==> src/rtl/csl_pkg.sv <==
package csl_pkg;

  typedef enum logic [4:0] {
    TK_END     = 5'd0,
    TK_INT     = 5'd1,
    TK_IDENT   = 5'd2,
    TK_RETURN  = 5'd3,
    TK_KW_INT  = 5'd4,
    TK_IF      = 5'd5,
    TK_ELSE    = 5'd6,
    TK_ADD_EQ  = 5'd7,
    TK_SUB_EQ  = 5'd8,
    TK_MUL_EQ  = 5'd9,
    TK_DIV_EQ  = 5'd10,
    TK_EQ_EQ   = 5'd11,
    TK_NOT_EQ  = 5'd12,
    TK_PLUS    = 5'd13,
    TK_MINUS   = 5'd14,
    TK_STAR    = 5'd15,
    TK_SLASH   = 5'd16,
    TK_ASSIGN  = 5'd17,
    TK_SEMI    = 5'd18,
    TK_BANG    = 5'd19,
    TK_LPAREN  = 5'd20,
    TK_RPAREN  = 5'd21,
    TK_ERROR   = 5'd22
  } kind_t;

  typedef enum logic [3:0] {
    MODE_IDLE  = 4'b0001,
    MODE_INT   = 4'b0010,
    MODE_IDENT = 4'b0100,
    MODE_OP    = 4'b1000
  } mode_t;

  // operator index held while waiting for a possible '='
  typedef enum logic [2:0] {
    OP_PLUS   = 3'd0,
    OP_MINUS  = 3'd1,
    OP_STAR   = 3'd2,
    OP_SLASH  = 3'd3,
    OP_ASSIGN = 3'd4,
    OP_BANG   = 3'd5
  } op_t;

  // a record holds a flushed token (any length) and a new token (length one)
  typedef struct packed {
    logic  f_valid;
    kind_t f_kind;
    logic  n_valid;
    kind_t n_kind;
  } tok_ctrl_t;

  localparam logic [7:0] CH_NUL    = 8'h00;
  localparam logic [7:0] CH_LF     = 8'h0A;
  localparam logic [7:0] CH_PLUS   = 8'h2B;
  localparam logic [7:0] CH_MINUS  = 8'h2D;
  localparam logic [7:0] CH_STAR   = 8'h2A;
  localparam logic [7:0] CH_SLASH  = 8'h2F;
  localparam logic [7:0] CH_EQ     = 8'h3D;
  localparam logic [7:0] CH_BANG   = 8'h21;
  localparam logic [7:0] CH_SEMI   = 8'h3B;
  localparam logic [7:0] CH_LPAREN = 8'h28;
  localparam logic [7:0] CH_RPAREN = 8'h29;
  localparam logic [7:0] CH_UNDER  = 8'h5F;

  localparam int NUM_KW = 4;

  localparam logic [7:0] KW_TEXT [NUM_KW][8] = '{
    '{"r", "e", "t", "u", "r", "n", 8'h00, 8'h00},
    '{"i", "n", "t", 8'h00, 8'h00, 8'h00, 8'h00, 8'h00},
    '{"i", "f", 8'h00, 8'h00, 8'h00, 8'h00, 8'h00, 8'h00},
    '{"e", "l", "s", "e", 8'h00, 8'h00, 8'h00, 8'h00}
  };

  localparam logic [2:0] KW_LEN [NUM_KW] = '{3'd6, 3'd3, 3'd2, 3'd4};

  function automatic logic is_space(logic [7:0] b);
    return (b == 8'h20) || (b >= 8'h09 && b <= 8'h0D);
  endfunction

  function automatic logic is_digit(logic [7:0] b);
    return b >= 8'h30 && b <= 8'h39;
  endfunction

  function automatic logic is_alpha(logic [7:0] b);
    return (b >= 8'h61 && b <= 8'h7A) || (b >= 8'h41 && b <= 8'h5A);
  endfunction

  // top bit set when the byte is one of the pending operators
  function automatic logic [3:0] op_lookup(logic [7:0] b);
    logic [3:0] r;
    unique case (b)
      CH_PLUS:  r = {1'b1, OP_PLUS};
      CH_MINUS: r = {1'b1, OP_MINUS};
      CH_STAR:  r = {1'b1, OP_STAR};
      CH_SLASH: r = {1'b1, OP_SLASH};
      CH_EQ:    r = {1'b1, OP_ASSIGN};
      CH_BANG:  r = {1'b1, OP_BANG};
      default:  r = 4'b0000;
    endcase
    return r;
  endfunction

  function automatic kind_t single_kind(logic [2:0] op);
    kind_t k;
    unique case (op)
      OP_PLUS:   k = TK_PLUS;
      OP_MINUS:  k = TK_MINUS;
      OP_STAR:   k = TK_STAR;
      OP_SLASH:  k = TK_SLASH;
      OP_ASSIGN: k = TK_ASSIGN;
      OP_BANG:   k = TK_BANG;
      default:   k = TK_ERROR;
    endcase
    return k;
  endfunction

  function automatic kind_t double_kind(logic [2:0] op);
    kind_t k;
    unique case (op)
      OP_PLUS:   k = TK_ADD_EQ;
      OP_MINUS:  k = TK_SUB_EQ;
      OP_STAR:   k = TK_MUL_EQ;
      OP_SLASH:  k = TK_DIV_EQ;
      OP_ASSIGN: k = TK_EQ_EQ;
      OP_BANG:   k = TK_NOT_EQ;
      default:   k = TK_ERROR;
    endcase
    return k;
  endfunction

  // keywords that still match after character idx equals b
  function automatic logic [NUM_KW-1:0] kw_keep(logic [2:0] idx, logic [7:0] b);
    logic [NUM_KW-1:0] m;
    for (int k = 0; k < NUM_KW; k++) begin
      m[k] = (idx < KW_LEN[k]) && (KW_TEXT[k][idx] == b);
    end
    return m;
  endfunction

endpackage

==> src/rtl/csl_if.sv <==
interface csl_byte_if;
  logic       valid;
  logic       ready;
  logic [7:0] text_byte;

  modport source (output valid, output text_byte, input ready);
  modport sink (input valid, input text_byte, output ready);
endinterface

interface csl_token_if #(
  parameter int OFFSET_BITS = 16,
  parameter int LINE_BITS   = 16
);
  logic                   valid;
  logic                   ready;
  logic [4:0]             token_kind;
  logic [OFFSET_BITS-1:0] token_start;
  logic [OFFSET_BITS-1:0] token_length;
  logic [LINE_BITS-1:0]   token_line;
  logic                   last_of_run;

  modport source (output valid, output token_kind, output token_start,
                  output token_length, output token_line, output last_of_run,
                  input ready);
  modport sink (input valid, input token_kind, input token_start,
                input token_length, input token_line, input last_of_run,
                output ready);
endinterface

==> src/rtl/csl_front.sv <==
module csl_front
  import csl_pkg::*;
#(
  parameter int OFFSET_BITS = 16,
  parameter int LINE_BITS   = 16
) (
  input  logic                   clk,
  input  logic                   rst,
  csl_byte_if.sink               text_in,
  input  logic                   q_full,
  output logic                   push,
  output tok_ctrl_t              ctrl,
  output logic [LINE_BITS-1:0]   line,
  output logic [OFFSET_BITS-1:0] f_start,
  output logic [OFFSET_BITS-1:0] f_len,
  output logic [OFFSET_BITS-1:0] n_start
);

  mode_t                  mode, mode_next;
  logic [2:0]             pend_op, pend_op_next;
  logic [OFFSET_BITS-1:0] run_start, run_start_next;
  logic [OFFSET_BITS-1:0] run_len, run_len_next;
  logic [NUM_KW-1:0]      kw_flags, kw_flags_next;
  logic [OFFSET_BITS-1:0] pos, pos_next;
  logic [LINE_BITS-1:0]   line_cnt, line_cnt_next;
  logic                   err, err_next;

  logic                   acc;
  logic                   clear;
  logic [7:0]             b;
  logic [3:0]             op_hit;
  logic [NUM_KW-1:0]      keep_mask;
  logic [OFFSET_BITS-1:0] pos_adv, len_grow;
  logic [LINE_BITS-1:0]   line_adv;
  kind_t                  ident_kind;

  assign b             = text_in.text_byte;
  assign text_in.ready = !q_full;
  assign acc           = text_in.valid && !q_full;
  assign op_hit        = op_lookup(b);

  assign pos_adv  = (pos != '1) ? pos + 1'b1 : pos;
  assign line_adv = (b == CH_LF && line_cnt != '1) ? line_cnt + 1'b1 : line_cnt;
  assign len_grow = (run_len != '1) ? run_len + 1'b1 : run_len;
  assign keep_mask = (run_len < OFFSET_BITS'(8)) ? kw_keep(run_len[2:0], b) : '0;

  always_comb begin
    ident_kind = TK_IDENT;
    for (int k = NUM_KW - 1; k >= 0; k--) begin
      if (kw_flags[k] && run_len == OFFSET_BITS'(KW_LEN[k])) begin
        ident_kind = kind_t'(5'(int'(TK_RETURN) + k));
      end
    end
  end

  always_comb begin
    mode_next      = mode;
    pend_op_next   = pend_op;
    run_start_next = run_start;
    run_len_next   = run_len;
    kw_flags_next  = kw_flags;
    pos_next       = pos;
    line_cnt_next  = line_cnt;
    err_next       = err;
    clear          = 1'b0;
    ctrl           = '{f_valid: 1'b0, f_kind: TK_END, n_valid: 1'b0, n_kind: TK_END};
    f_start        = run_start;
    f_len          = run_len;

    if (err) begin
      // only the terminating zero byte gets through after an error
      if (b == CH_NUL) begin
        ctrl.n_valid = 1'b1;
        ctrl.n_kind  = TK_END;
        clear        = 1'b1;
      end else begin
        pos_next      = pos_adv;
        line_cnt_next = line_adv;
      end
    end else if (mode == MODE_OP && b == CH_EQ) begin
      ctrl.f_valid  = 1'b1;
      ctrl.f_kind   = double_kind(pend_op);
      f_len         = OFFSET_BITS'(2);
      mode_next     = MODE_IDLE;
      pos_next      = pos_adv;
      line_cnt_next = line_adv;
    end else if (mode == MODE_INT && is_digit(b)) begin
      run_len_next  = len_grow;
      pos_next      = pos_adv;
      line_cnt_next = line_adv;
    end else if (mode == MODE_IDENT && (is_alpha(b) || is_digit(b) || b == CH_UNDER)) begin
      kw_flags_next = kw_flags & keep_mask;
      run_len_next  = len_grow;
      pos_next      = pos_adv;
      line_cnt_next = line_adv;
    end else begin
      // close whatever run is open
      unique case (mode)
        MODE_INT: begin
          ctrl.f_valid = 1'b1;
          ctrl.f_kind  = TK_INT;
        end
        MODE_IDENT: begin
          ctrl.f_valid = 1'b1;
          ctrl.f_kind  = ident_kind;
        end
        MODE_OP: begin
          ctrl.f_valid = 1'b1;
          ctrl.f_kind  = single_kind(pend_op);
          f_len        = OFFSET_BITS'(1);
        end
        default: begin
        end
      endcase
      mode_next     = MODE_IDLE;
      pos_next      = pos_adv;
      line_cnt_next = line_adv;

      if (b == CH_NUL) begin
        ctrl.n_valid = 1'b1;
        ctrl.n_kind  = TK_END;
        clear        = 1'b1;
      end else if (is_space(b)) begin
        mode_next = MODE_IDLE;
      end else if (is_digit(b)) begin
        mode_next      = MODE_INT;
        run_start_next = pos;
        run_len_next   = OFFSET_BITS'(1);
      end else if (is_alpha(b)) begin
        mode_next      = MODE_IDENT;
        run_start_next = pos;
        run_len_next   = OFFSET_BITS'(1);
        kw_flags_next  = kw_keep(3'd0, b);
      end else if (op_hit[3]) begin
        mode_next      = MODE_OP;
        pend_op_next   = op_hit[2:0];
        run_start_next = pos;
        run_len_next   = OFFSET_BITS'(1);
      end else if (b == CH_SEMI) begin
        ctrl.n_valid = 1'b1;
        ctrl.n_kind  = TK_SEMI;
      end else if (b == CH_LPAREN) begin
        ctrl.n_valid = 1'b1;
        ctrl.n_kind  = TK_LPAREN;
      end else if (b == CH_RPAREN) begin
        ctrl.n_valid = 1'b1;
        ctrl.n_kind  = TK_RPAREN;
      end else begin
        ctrl.n_valid = 1'b1;
        ctrl.n_kind  = TK_ERROR;
        err_next     = 1'b1;
      end
    end

    // end of text: back to the reset state for the next text
    if (clear) begin
      mode_next      = MODE_IDLE;
      pend_op_next   = 3'd0;
      run_start_next = '0;
      run_len_next   = '0;
      kw_flags_next  = '1;
      pos_next       = '0;
      line_cnt_next  = LINE_BITS'(1);
      err_next       = 1'b0;
    end
  end

  assign push    = acc && (ctrl.f_valid || ctrl.n_valid);
  assign line    = line_cnt;
  assign n_start = pos;

  always_ff @(posedge clk) begin
    if (rst) begin
      mode      <= MODE_IDLE;
      pend_op   <= 3'd0;
      run_start <= '0;
      run_len   <= '0;
      kw_flags  <= '1;
      pos       <= '0;
      line_cnt  <= LINE_BITS'(1);
      err       <= 1'b0;
    end else if (acc) begin
      mode      <= mode_next;
      pend_op   <= pend_op_next;
      run_start <= run_start_next;
      run_len   <= run_len_next;
      kw_flags  <= kw_flags_next;
      pos       <= pos_next;
      line_cnt  <= line_cnt_next;
      err       <= err_next;
    end
  end

endmodule

==> src/rtl/csl_queue.sv <==
module csl_queue #(
  parameter int WIDTH = 8,
  parameter int DEPTH = 4
) (
  input  logic             clk,
  input  logic             rst,
  input  logic             push,
  input  logic [WIDTH-1:0] push_data,
  input  logic             pop,
  output logic [WIDTH-1:0] head,
  output logic             full,
  output logic             empty
);

  localparam int PTR_W = (DEPTH > 1) ? $clog2(DEPTH) : 1;
  localparam int CNT_W = $clog2(DEPTH + 1);

  logic [WIDTH-1:0] slots [DEPTH];
  logic [PTR_W-1:0] wr_ptr, rd_ptr;
  logic [CNT_W-1:0] count;
  logic             do_push, do_pop;

  assign full    = (count == CNT_W'(DEPTH));
  assign empty   = (count == '0);
  assign do_push = push && !full;
  assign do_pop  = pop && !empty;
  assign head    = slots[rd_ptr];

  always_ff @(posedge clk) begin
    if (rst) begin
      wr_ptr <= '0;
      rd_ptr <= '0;
      count  <= '0;
    end else begin
      if (do_push) begin
        wr_ptr <= (wr_ptr == PTR_W'(DEPTH - 1)) ? '0 : wr_ptr + 1'b1;
      end
      if (do_pop) begin
        rd_ptr <= (rd_ptr == PTR_W'(DEPTH - 1)) ? '0 : rd_ptr + 1'b1;
      end
      if (do_push && !do_pop) begin
        count <= count + 1'b1;
      end else if (do_pop && !do_push) begin
        count <= count - 1'b1;
      end
    end
  end

  always_ff @(posedge clk) begin
    if (do_push) begin
      slots[wr_ptr] <= push_data;
    end
  end

endmodule

==> src/rtl/csl_back.sv <==
module csl_back
  import csl_pkg::*;
#(
  parameter int OFFSET_BITS = 16,
  parameter int LINE_BITS   = 16
) (
  input  logic                   clk,
  input  logic                   rst,
  input  logic                   q_empty,
  input  tok_ctrl_t              ctrl,
  input  logic [LINE_BITS-1:0]   line,
  input  logic [OFFSET_BITS-1:0] f_start,
  input  logic [OFFSET_BITS-1:0] f_len,
  input  logic [OFFSET_BITS-1:0] n_start,
  output logic                   pop,
  csl_token_if.source            tokens
);

  logic                   o_valid;
  kind_t                  o_kind;
  logic [OFFSET_BITS-1:0] o_start, o_len;
  logic [LINE_BITS-1:0]   o_line;
  logic                   o_last;
  logic                   half;
  logic                   load, take, sel_n;

  // half: the flushed token of the head record has already gone out
  assign load  = !o_valid || tokens.ready;
  assign take  = load && !q_empty;
  assign sel_n = !ctrl.f_valid || half;
  assign pop   = take && (sel_n || !ctrl.n_valid);

  always_ff @(posedge clk) begin
    if (rst) begin
      o_valid <= 1'b0;
      half    <= 1'b0;
    end else begin
      if (load) begin
        o_valid <= !q_empty;
      end
      if (take) begin
        half <= !sel_n && ctrl.n_valid;
      end
    end
  end

  always_ff @(posedge clk) begin
    if (take) begin
      o_kind  <= sel_n ? ctrl.n_kind : ctrl.f_kind;
      o_start <= sel_n ? n_start : f_start;
      o_len   <= sel_n ? OFFSET_BITS'(1) : f_len;
      o_line  <= line;
      o_last  <= sel_n || !ctrl.n_valid;
    end
  end

  assign tokens.valid        = o_valid;
  assign tokens.token_kind   = o_kind;
  assign tokens.token_start  = o_start;
  assign tokens.token_length = o_len;
  assign tokens.token_line   = o_line;
  assign tokens.last_of_run  = o_last;

endmodule

==> src/rtl/c_subset_lexer.sv <==
// channel   dir  modport              payload
// text_in   in   csl_byte_if.sink     text_byte
// tokens    out  csl_token_if.source  token_kind, token_start, token_length,
//                                     token_line, last_of_run
//
// one byte is taken per cycle while the record queue has room; bytes that
// close a run and emit a token of their own give two tokens; tokens leave
// one per cycle while tokens.ready is high, from a registered output stage
// rst is synchronous and returns to line one, offset zero
// a stalled output fills the queue, after which text_in.ready drops
module c_subset_lexer
  import csl_pkg::*;
#(
  parameter int OFFSET_BITS = 16,
  parameter int LINE_BITS   = 16
) (
  input  logic        clk,
  input  logic        rst,
  csl_byte_if.sink    text_in,
  csl_token_if.source tokens
);

  localparam int QUEUE_DEPTH = 4;
  localparam int CTRL_W      = $bits(tok_ctrl_t);
  localparam int REC_W       = CTRL_W + LINE_BITS + 3 * OFFSET_BITS;

  logic                   push, pop, q_full, q_empty;
  tok_ctrl_t              f_ctrl, b_ctrl;
  logic [LINE_BITS-1:0]   f_line, b_line;
  logic [OFFSET_BITS-1:0] f_fstart, f_flen, f_nstart;
  logic [OFFSET_BITS-1:0] b_fstart, b_flen, b_nstart;
  logic [REC_W-1:0]       rec_in, rec_out;

  csl_front #(
    .OFFSET_BITS(OFFSET_BITS),
    .LINE_BITS  (LINE_BITS)
  ) u_front (
    .clk    (clk),
    .rst    (rst),
    .text_in(text_in),
    .q_full (q_full),
    .push   (push),
    .ctrl   (f_ctrl),
    .line   (f_line),
    .f_start(f_fstart),
    .f_len  (f_flen),
    .n_start(f_nstart)
  );

  assign rec_in = {f_ctrl, f_line, f_fstart, f_flen, f_nstart};

  csl_queue #(
    .WIDTH(REC_W),
    .DEPTH(QUEUE_DEPTH)
  ) u_queue (
    .clk      (clk),
    .rst      (rst),
    .push     (push),
    .push_data(rec_in),
    .pop      (pop),
    .head     (rec_out),
    .full     (q_full),
    .empty    (q_empty)
  );

  assign {b_ctrl, b_line, b_fstart, b_flen, b_nstart} = rec_out;

  csl_back #(
    .OFFSET_BITS(OFFSET_BITS),
    .LINE_BITS  (LINE_BITS)
  ) u_back (
    .clk    (clk),
    .rst    (rst),
    .q_empty(q_empty),
    .ctrl   (b_ctrl),
    .line   (b_line),
    .f_start(b_fstart),
    .f_len  (b_flen),
    .n_start(b_nstart),
    .pop    (pop),
    .tokens (tokens)
  );

endmodule
==> src/flat_wrapper.sv <==
// flat-port wrapper written by rule: the top's interface ports become plain ports
module c_subset_lexer_flat import csl_pkg::*;
#(
  parameter int OFFSET_BITS = 16,
  parameter int LINE_BITS   = 16
)
  (clk, rst, text_in_valid, text_in_text_byte, text_in_ready, tokens_valid, tokens_token_kind, tokens_token_start, tokens_token_length, tokens_token_line, tokens_last_of_run, tokens_ready);
  csl_byte_if text_in_i ();
  csl_token_if #(.OFFSET_BITS(OFFSET_BITS), .LINE_BITS(LINE_BITS)) tokens_i ();
  input  logic clk;
  input  logic rst;
  input wire logic [$bits(text_in_i.valid)-1:0] text_in_valid;
  input wire logic [$bits(text_in_i.text_byte)-1:0] text_in_text_byte;
  output wire logic [$bits(text_in_i.ready)-1:0] text_in_ready;
  output wire logic [$bits(tokens_i.valid)-1:0] tokens_valid;
  output wire logic [$bits(tokens_i.token_kind)-1:0] tokens_token_kind;
  output wire logic [$bits(tokens_i.token_start)-1:0] tokens_token_start;
  output wire logic [$bits(tokens_i.token_length)-1:0] tokens_token_length;
  output wire logic [$bits(tokens_i.token_line)-1:0] tokens_token_line;
  output wire logic [$bits(tokens_i.last_of_run)-1:0] tokens_last_of_run;
  input wire logic [$bits(tokens_i.ready)-1:0] tokens_ready;
  assign text_in_i.valid = text_in_valid;
  assign text_in_i.text_byte = text_in_text_byte;
  assign text_in_ready = text_in_i.ready;
  assign tokens_valid = tokens_i.valid;
  assign tokens_token_kind = tokens_i.token_kind;
  assign tokens_token_start = tokens_i.token_start;
  assign tokens_token_length = tokens_i.token_length;
  assign tokens_token_line = tokens_i.token_line;
  assign tokens_last_of_run = tokens_i.last_of_run;
  assign tokens_i.ready = tokens_ready;
  c_subset_lexer #(.OFFSET_BITS(OFFSET_BITS), .LINE_BITS(LINE_BITS)) u_core (.clk(clk), .rst(rst), .text_in(text_in_i), .tokens(tokens_i));
endmodule
==> config.mk <==
export PLATFORM = sky130hd
export DESIGN_NAME = c_subset_lexer_flat
export DESIGN_NICKNAME = d
export VERILOG_FILES = /design/src/rtl/csl_pkg.sv /design/src/rtl/csl_if.sv /design/src/rtl/csl_front.sv /design/src/rtl/csl_queue.sv /design/src/rtl/csl_back.sv /design/src/rtl/c_subset_lexer.sv /design/src/flat_wrapper.sv
export SDC_FILE = /design/constraint.sdc
export NUM_CORES = 1
export LEC_CHECK = 0
export BUFFER_PORTS_ARGS = -buffer_cell sky130_fd_sc_hd__buf_2
export CAP_MARGIN = 15
export CORE_MARGIN = 2
export CORE_UTILIZATION = 55
export CTS_CLUSTER_DIAMETER = 80
export DETAILED_ROUTE_END_ITERATION = 10
export GPL_ROUTABILITY_DRIVEN = 1
export HOLD_SLACK_MARGIN = 0.1
export PLACE_DENSITY = 0.74
export SYNTH_ARGS = -nofsm -noshare
export SYNTH_HDL_FRONTEND = slang
export SYNTH_SLANG_ARGS = --single-unit
export TNS_END_PERCENT = 30
==> constraint.sdc <==
create_clock -name clk -period 11.7 [get_ports clk]
set_clock_uncertainty 0.15 [all_clocks]
set_input_delay 0.585 -clock clk [delete_from_list [all_inputs] [get_ports clk]]
set_output_delay 0.585 -clock clk [all_outputs]
set_load 0.02 [all_outputs]
==> impl_metrics.xml <==
<?xml version="1.0" encoding="UTF-8"?>
<metrics>
  <group name="cts">
    <metric name="cts_hold_buffers" unit="">0</metric>
    <metric name="clk_pin_slew_worst_paths" unit="ns">0.06</metric>
    <metric name="clock_path_buffers" unit="">3</metric>
    <metric name="cts_made_buffers" unit="">43</metric>
    <metric name="post-cts-setup-buffers" unit="">0</metric>
    <metric name="clockRootBuffer" unit="">sky130_fd_sc_hd__clkbuf_16</metric>
    <metric name="tritoncts_clock_tree" unit="">yes</metric>
    <metric name="insertion_delay" unit="ns">0.53</metric>
    <metric name="clock_tree.htree_level_count" unit="">2</metric>
    <metric name="cts_repair_resized_insts" unit="">0</metric>
    <metric name="clock-sinks" unit="">441</metric>
  </group>
  <group name="sta">
    <metric name="min_period" unit="ns">5.10</metric>
    <metric name="worst_hold_slack" unit="ns">0.221</metric>
    <metric name="finalSetupViolations" unit="">0</metric>
    <metric name="worst_slew_margin_rel" unit="%">26.0</metric>
    <metric name="rsz_0062_raised_after_global_routing" unit="">false</metric>
    <metric name="setup_slack_after_layout" unit="ns">6.60</metric>
    <metric name="max_freq" unit="MHz">196</metric>
    <metric name="final.setup.tns" unit="ns">0</metric>
    <metric name="finalHoldViolations" unit="">0</metric>
    <metric name="min_period_over_period" unit="%">43.6</metric>
    <metric name="report.final.slew_viol_count" unit="">0</metric>
    <metric name="tightest_slew" unit="ns">1.11</metric>
  </group>
  <group name="logic_synthesis">
    <metric name="synth_top_family_by_area" unit="">multiplexers</metric>
    <metric name="synthArstFlopShare" unit="%">0</metric>
    <metric name="synth_largest_type_area_fraction" unit="%">58.4</metric>
    <metric name="synthMuxAreaShare" unit="%">11.1</metric>
    <metric name="synth_sequential_area_ratio" unit="%">67.9</metric>
    <metric name="synth.cell_area" unit="sq mm">0.0182</metric>
    <metric name="ys_types" unit="">77</metric>
    <metric name="ys_warn_count" unit="">0</metric>
    <metric name="post_synth_inst_count" unit="">1179</metric>
    <metric name="synth_nets" unit="">1207</metric>
    <metric name="count_of_flip_flops_with_a_built_in_enable_after_synthesis" unit="">354</metric>
    <metric name="post_synth.cell_area_avg" unit="sq um">15.4</metric>
    <metric name="dominantRegCellSynth" unit="">sky130_fd_sc_hd__edfxtp_1</metric>
    <metric name="yosys-top-cells-area" unit="">sky130_fd_sc_hd__edfxtp_1 58%, sky130_fd_sc_hd__dfxtp_1 9.6%, sky130_fd_sc_hd__mux4_2 9.3%, sky130_fd_sc_hd__nor2_1 1.5%, sky130_fd_sc_hd__a21oi_1 1.4%</metric>
    <metric name="synth-seq-cells" unit="">441</metric>
    <metric name="post_synth_most_frequent_cells" unit="">354 x sky130_fd_sc_hd__edfxtp_1, 87 x sky130_fd_sc_hd__dfxtp_1, 75 x sky130_fd_sc_hd__mux4_2</metric>
    <metric name="synth_compound_area_share" unit="%">6.36</metric>
    <metric name="synth.most_common_cell" unit="">sky130_fd_sc_hd__edfxtp_1</metric>
    <metric name="synth-simple-area-share" unit="%">9.83</metric>
    <metric name="yosys.area.top_type" unit="">sky130_fd_sc_hd__edfxtp_1</metric>
    <metric name="synthAdderAreaFrac" unit="%">1.14</metric>
    <metric name="synth_xor_area_share" unit="%">1.78</metric>
  </group>
  <group name="global_route">
    <metric name="via_count_of_the_first_global_routing_pass" unit="">10300</metric>
    <metric name="global_route_wire_length_before_repair" unit="mm">57.6</metric>
    <metric name="globalRouteTotalUtil" unit="%">21.8</metric>
    <metric name="number_of_antenna_violations_at_the_first_check_in_global_routing" unit="">0</metric>
    <metric name="grt-ovfl-total" unit="">0</metric>
    <metric name="grt_start_max_net_pins" unit="">66</metric>
  </group>
  <group name="final_layout">
    <metric name="antenna-diode-count" unit="">0</metric>
    <metric name="final_layout_size_suffix_gt1_share" unit="%">21.4</metric>
    <metric name="final_core_utilization" unit="%">62.7</metric>
    <metric name="filler_cell_count" unit="">2385</metric>
    <metric name="area_grow_syn2layout" unit="%">12.0</metric>
    <metric name="final_net_count" unit="">1269</metric>
  </group>
  <group name="floorplan">
    <metric name="dieWidth" unit="microns">186</metric>
    <metric name="initial_utilization" unit="%">56.0</metric>
    <metric name="die-area" unit="sq mm">0.0346</metric>
    <metric name="dieHeight" unit="microns">186</metric>
    <metric name="io-pin-count" unit="">68</metric>
    <metric name="core_region_area" unit="sq mm">0.0325</metric>
    <metric name="floorplan.rows" unit="">66</metric>
  </group>
  <group name="place">
    <metric name="dp_worst_setup_slack" unit="ns">6.02</metric>
    <metric name="port-buffer-count" unit="">67</metric>
    <metric name="routabilityCongestion" unit="">0.871</metric>
    <metric name="detailed_place_hpwl" unit="mm">21.4</metric>
  </group>
  <group name="setup_path">
    <metric name="arrival_time_at_the_worst_endpoint" unit="ns">5.09</metric>
    <metric name="cpMaxStageDelayCell" unit="">sky130_fd_sc_hd__nor3b_2</metric>
    <metric name="critical_path.reg2reg.startpoint" unit="">u_core.u_front.mode[0]</metric>
    <metric name="critical_path.reg2reg.endpoint" unit="">u_core.u_queue.slots[2][31]</metric>
    <metric name="cp.buffers_inverters" unit="">2</metric>
    <metric name="setup.worst_path.start_class" unit="">primary input</metric>
    <metric name="reg2regPathDepth" unit="">7</metric>
    <metric name="cp-end-kind" unit="">register</metric>
    <metric name="timing.critical_path.slowest_cell_delay" unit="ns">0.98</metric>
    <metric name="crit_path_cell_trace" unit="">buf_2 &gt; or4_4 &gt; o21ai_0 &gt; o31ai_1 &gt; a211oi_1 &gt; a21oi_1 &gt; nor3b_2 &gt; buf_4</metric>
    <metric name="timing_worst_setup_path_type" unit="">in -&gt; reg</metric>
    <metric name="cp.required" unit="ns">11.69</metric>
    <metric name="r2r_setup_slack" unit="ns">6.72</metric>
    <metric name="critical_path_peak_fanout" unit="">63</metric>
    <metric name="critical_path.top_delay_family" unit="">compound AO/OA/AOI/OAI gates</metric>
  </group>
  <group name="job">
    <metric name="drv_cap" unit="">0</metric>
  </group>
  <group name="pwr">
    <metric name="power.static_leakage" unit="uW">0.00681</metric>
    <metric name="power_density" unit="mW/mm^2">207</metric>
    <metric name="max-vdd-ir-drop" unit="mV">0.235</metric>
  </group>
  <group name="detailed_routing">
    <metric name="detailroute.via_count" unit="">10300</metric>
    <metric name="detail_route.wl_per_cell" unit="microns">21.0</metric>
    <metric name="wirelength" unit="mm">36.1</metric>
    <metric name="antenna_violating_nets_post_route" unit="">0</metric>
    <metric name="drc_errors" unit="">0</metric>
    <metric name="drt_first_pass_iters" unit="">5</metric>
    <metric name="vias_per_cell" unit="">6.01</metric>
    <metric name="detailedRoute.firstIterationViolations" unit="">847</metric>
  </group>
  <group name="hold_path">
    <metric name="holdPathStages" unit="">4</metric>
    <metric name="min_to" unit="">u_core.u_back.tokens.valid</metric>
    <metric name="hold_start" unit="">tokens_ready</metric>
    <metric name="hold_path.class" unit="">in -&gt; reg</metric>
  </group>
  <group name="status">
    <metric name="status" unit="">complete, no violations</metric>
  </group>
</metrics>
[worst max path at each step]
| stage | startpoint | to | cells past startpoint |
|---|---|---|---|
| after floorplan | text_in_text_byte[0] | u_core.u_queue.slots[0][0] | 7 |
| after global placement | text_in_text_byte[0] | u_core.u_queue.slots[2][43] | 8 |
| after detailed placement | text_in_text_byte[0] | u_core.u_queue.slots[2][45] | 8 |
| after CTS | text_in_text_byte[0] | u_core.u_queue.slots[2][72] | 8 |
| after global routing | text_in_text_byte[0] | u_core.u_queue.slots[2][27] | 8 |
| final | text_in_text_byte[0] | u_core.u_queue.slots[2][31] | 8 |
[state kept, by name, summed over array words and instances, names as in the netlist, 2 cells and up, named ones only]
register                           count
u_core.u_back.tokens.token_kind        5
u_core.u_back.tokens.token_length     16
u_core.u_back.tokens.token_line       16
u_core.u_back.tokens.token_start      16
u_core.u_front.f_start                16
u_core.u_front.kw_flags                4
u_core.u_front.line                   16
u_core.u_front.mode                    4
u_core.u_front.n_start                16
u_core.u_front.pend_op                 3
u_core.u_front.run_len                16
u_core.u_queue.count                   3
u_core.u_queue.rd_ptr                  2
u_core.u_queue.slots                 300
u_core.u_queue.wr_ptr                  2
[report_power, final]
part / internal, uW / total, uW / switching, uW
Combinational: 348 / 861 / 513
Sequential: 1940 / 2020 / 75.5
Clock: 794 / 1350 / 555
Total: 3080 / 4230 / 1140
[layout by cell type (no fill, tap or decap), types with 10 or more instances in the layout]
cell,Yosys,layout
sky130_fd_sc_hd__edfxtp_1,354,354
sky130_fd_sc_hd__dfxtp_1,87,85
sky130_fd_sc_hd__mux4_2,75,75
sky130_fd_sc_hd__nor2_1,72,72
sky130_fd_sc_hd__buf_2,4,67
sky130_fd_sc_hd__nand2_1,62,62
sky130_fd_sc_hd__a21oi_1,50,49
sky130_fd_sc_hd__clkbuf_16,0,47
sky130_fd_sc_hd__nor2b_1,34,34
sky130_fd_sc_hd__xor2_1,25,25
sky130_fd_sc_hd__o21ai_0,22,22
sky130_fd_sc_hd__inv_1,21,21
sky130_fd_sc_hd__mux2_2,21,21
sky130_fd_sc_hd__nor3_1,19,19
sky130_fd_sc_hd__nand4_1,18,18
sky130_fd_sc_hd__nand3_1,17,17
sky130_fd_sc_hd__nand3b_1,17,17
sky130_fd_sc_hd__ha_1,15,15
sky130_fd_sc_hd__or3_1,14,14
sky130_fd_sc_hd__buf_4,0,14
sky130_fd_sc_hd__nor4_1,12,12
sky130_fd_sc_hd__xnor2_1,12,12
sky130_fd_sc_hd__and3_1,12,12
sky130_fd_sc_hd__clkbuf_1,48,12
sky130_fd_sc_hd__mux2i_1,10,10
[through the flow]
stage	instance area, sq um	power (uW)	instances
CTS	20400	4280	1717
floorplan	18200	2670	1179
finish	20400	4230	1717
global placement	19000	2910	1638
detailed placement	19000	2930	1638
global route	20400	4410	1717
[worst reg2reg max path: stages, from the launching register on]
cell	delay, ns
sky130_fd_sc_hd__dfxtp_1	0.35
sky130_fd_sc_hd__nor4b_1	0.62
sky130_fd_sc_hd__or2_2	0.29
sky130_fd_sc_hd__nor2b_1	0.06
sky130_fd_sc_hd__a211oi_1	0.86
sky130_fd_sc_hd__a21oi_1	0.32
sky130_fd_sc_hd__nor3b_2	0.98
sky130_fd_sc_hd__buf_4	0.90
[cell families after synthesis]
| family | Yosys count |
|---|---|
| buffers and inverters | 86 |
| xor gates and xnor gates | 37 |
| DFF | 441 |
| adders and majority gates | 16 |
| muxes | 106 |
| and+or+nand+nor | 329 |
| AOI/OAI and AO/OA | 164 |
[routing by layer]
layer	vias to the layer above	part of all wire [%]	GRT usage (%)	routed length [microns]
li1	4760	-	-	-
met1	5191	45	31.7	16100
met2	319	47	34.2	17100
met3	56	5.8	3.46	2080
met4	0	2.3	6.80	824
met5	-	0	0	0
[cell type report]
cell class / count / area (sq um) / area share (%)
Clock buffer: 65 / 1300 / 6.39
Clock inverter: 14 / 104 / 0.509
Inverter: 22 / 82.6 / 0.405
Multi-Input combinational cell: 652 / 5540 / 27.2
Sequential cell: 441 / 12400 / 60.7
Tap cell: 442 / 553 / 2.71
Timing Repair Buffer: 81 / 440 / 2.16
Power figures use the tool's default switching activity.
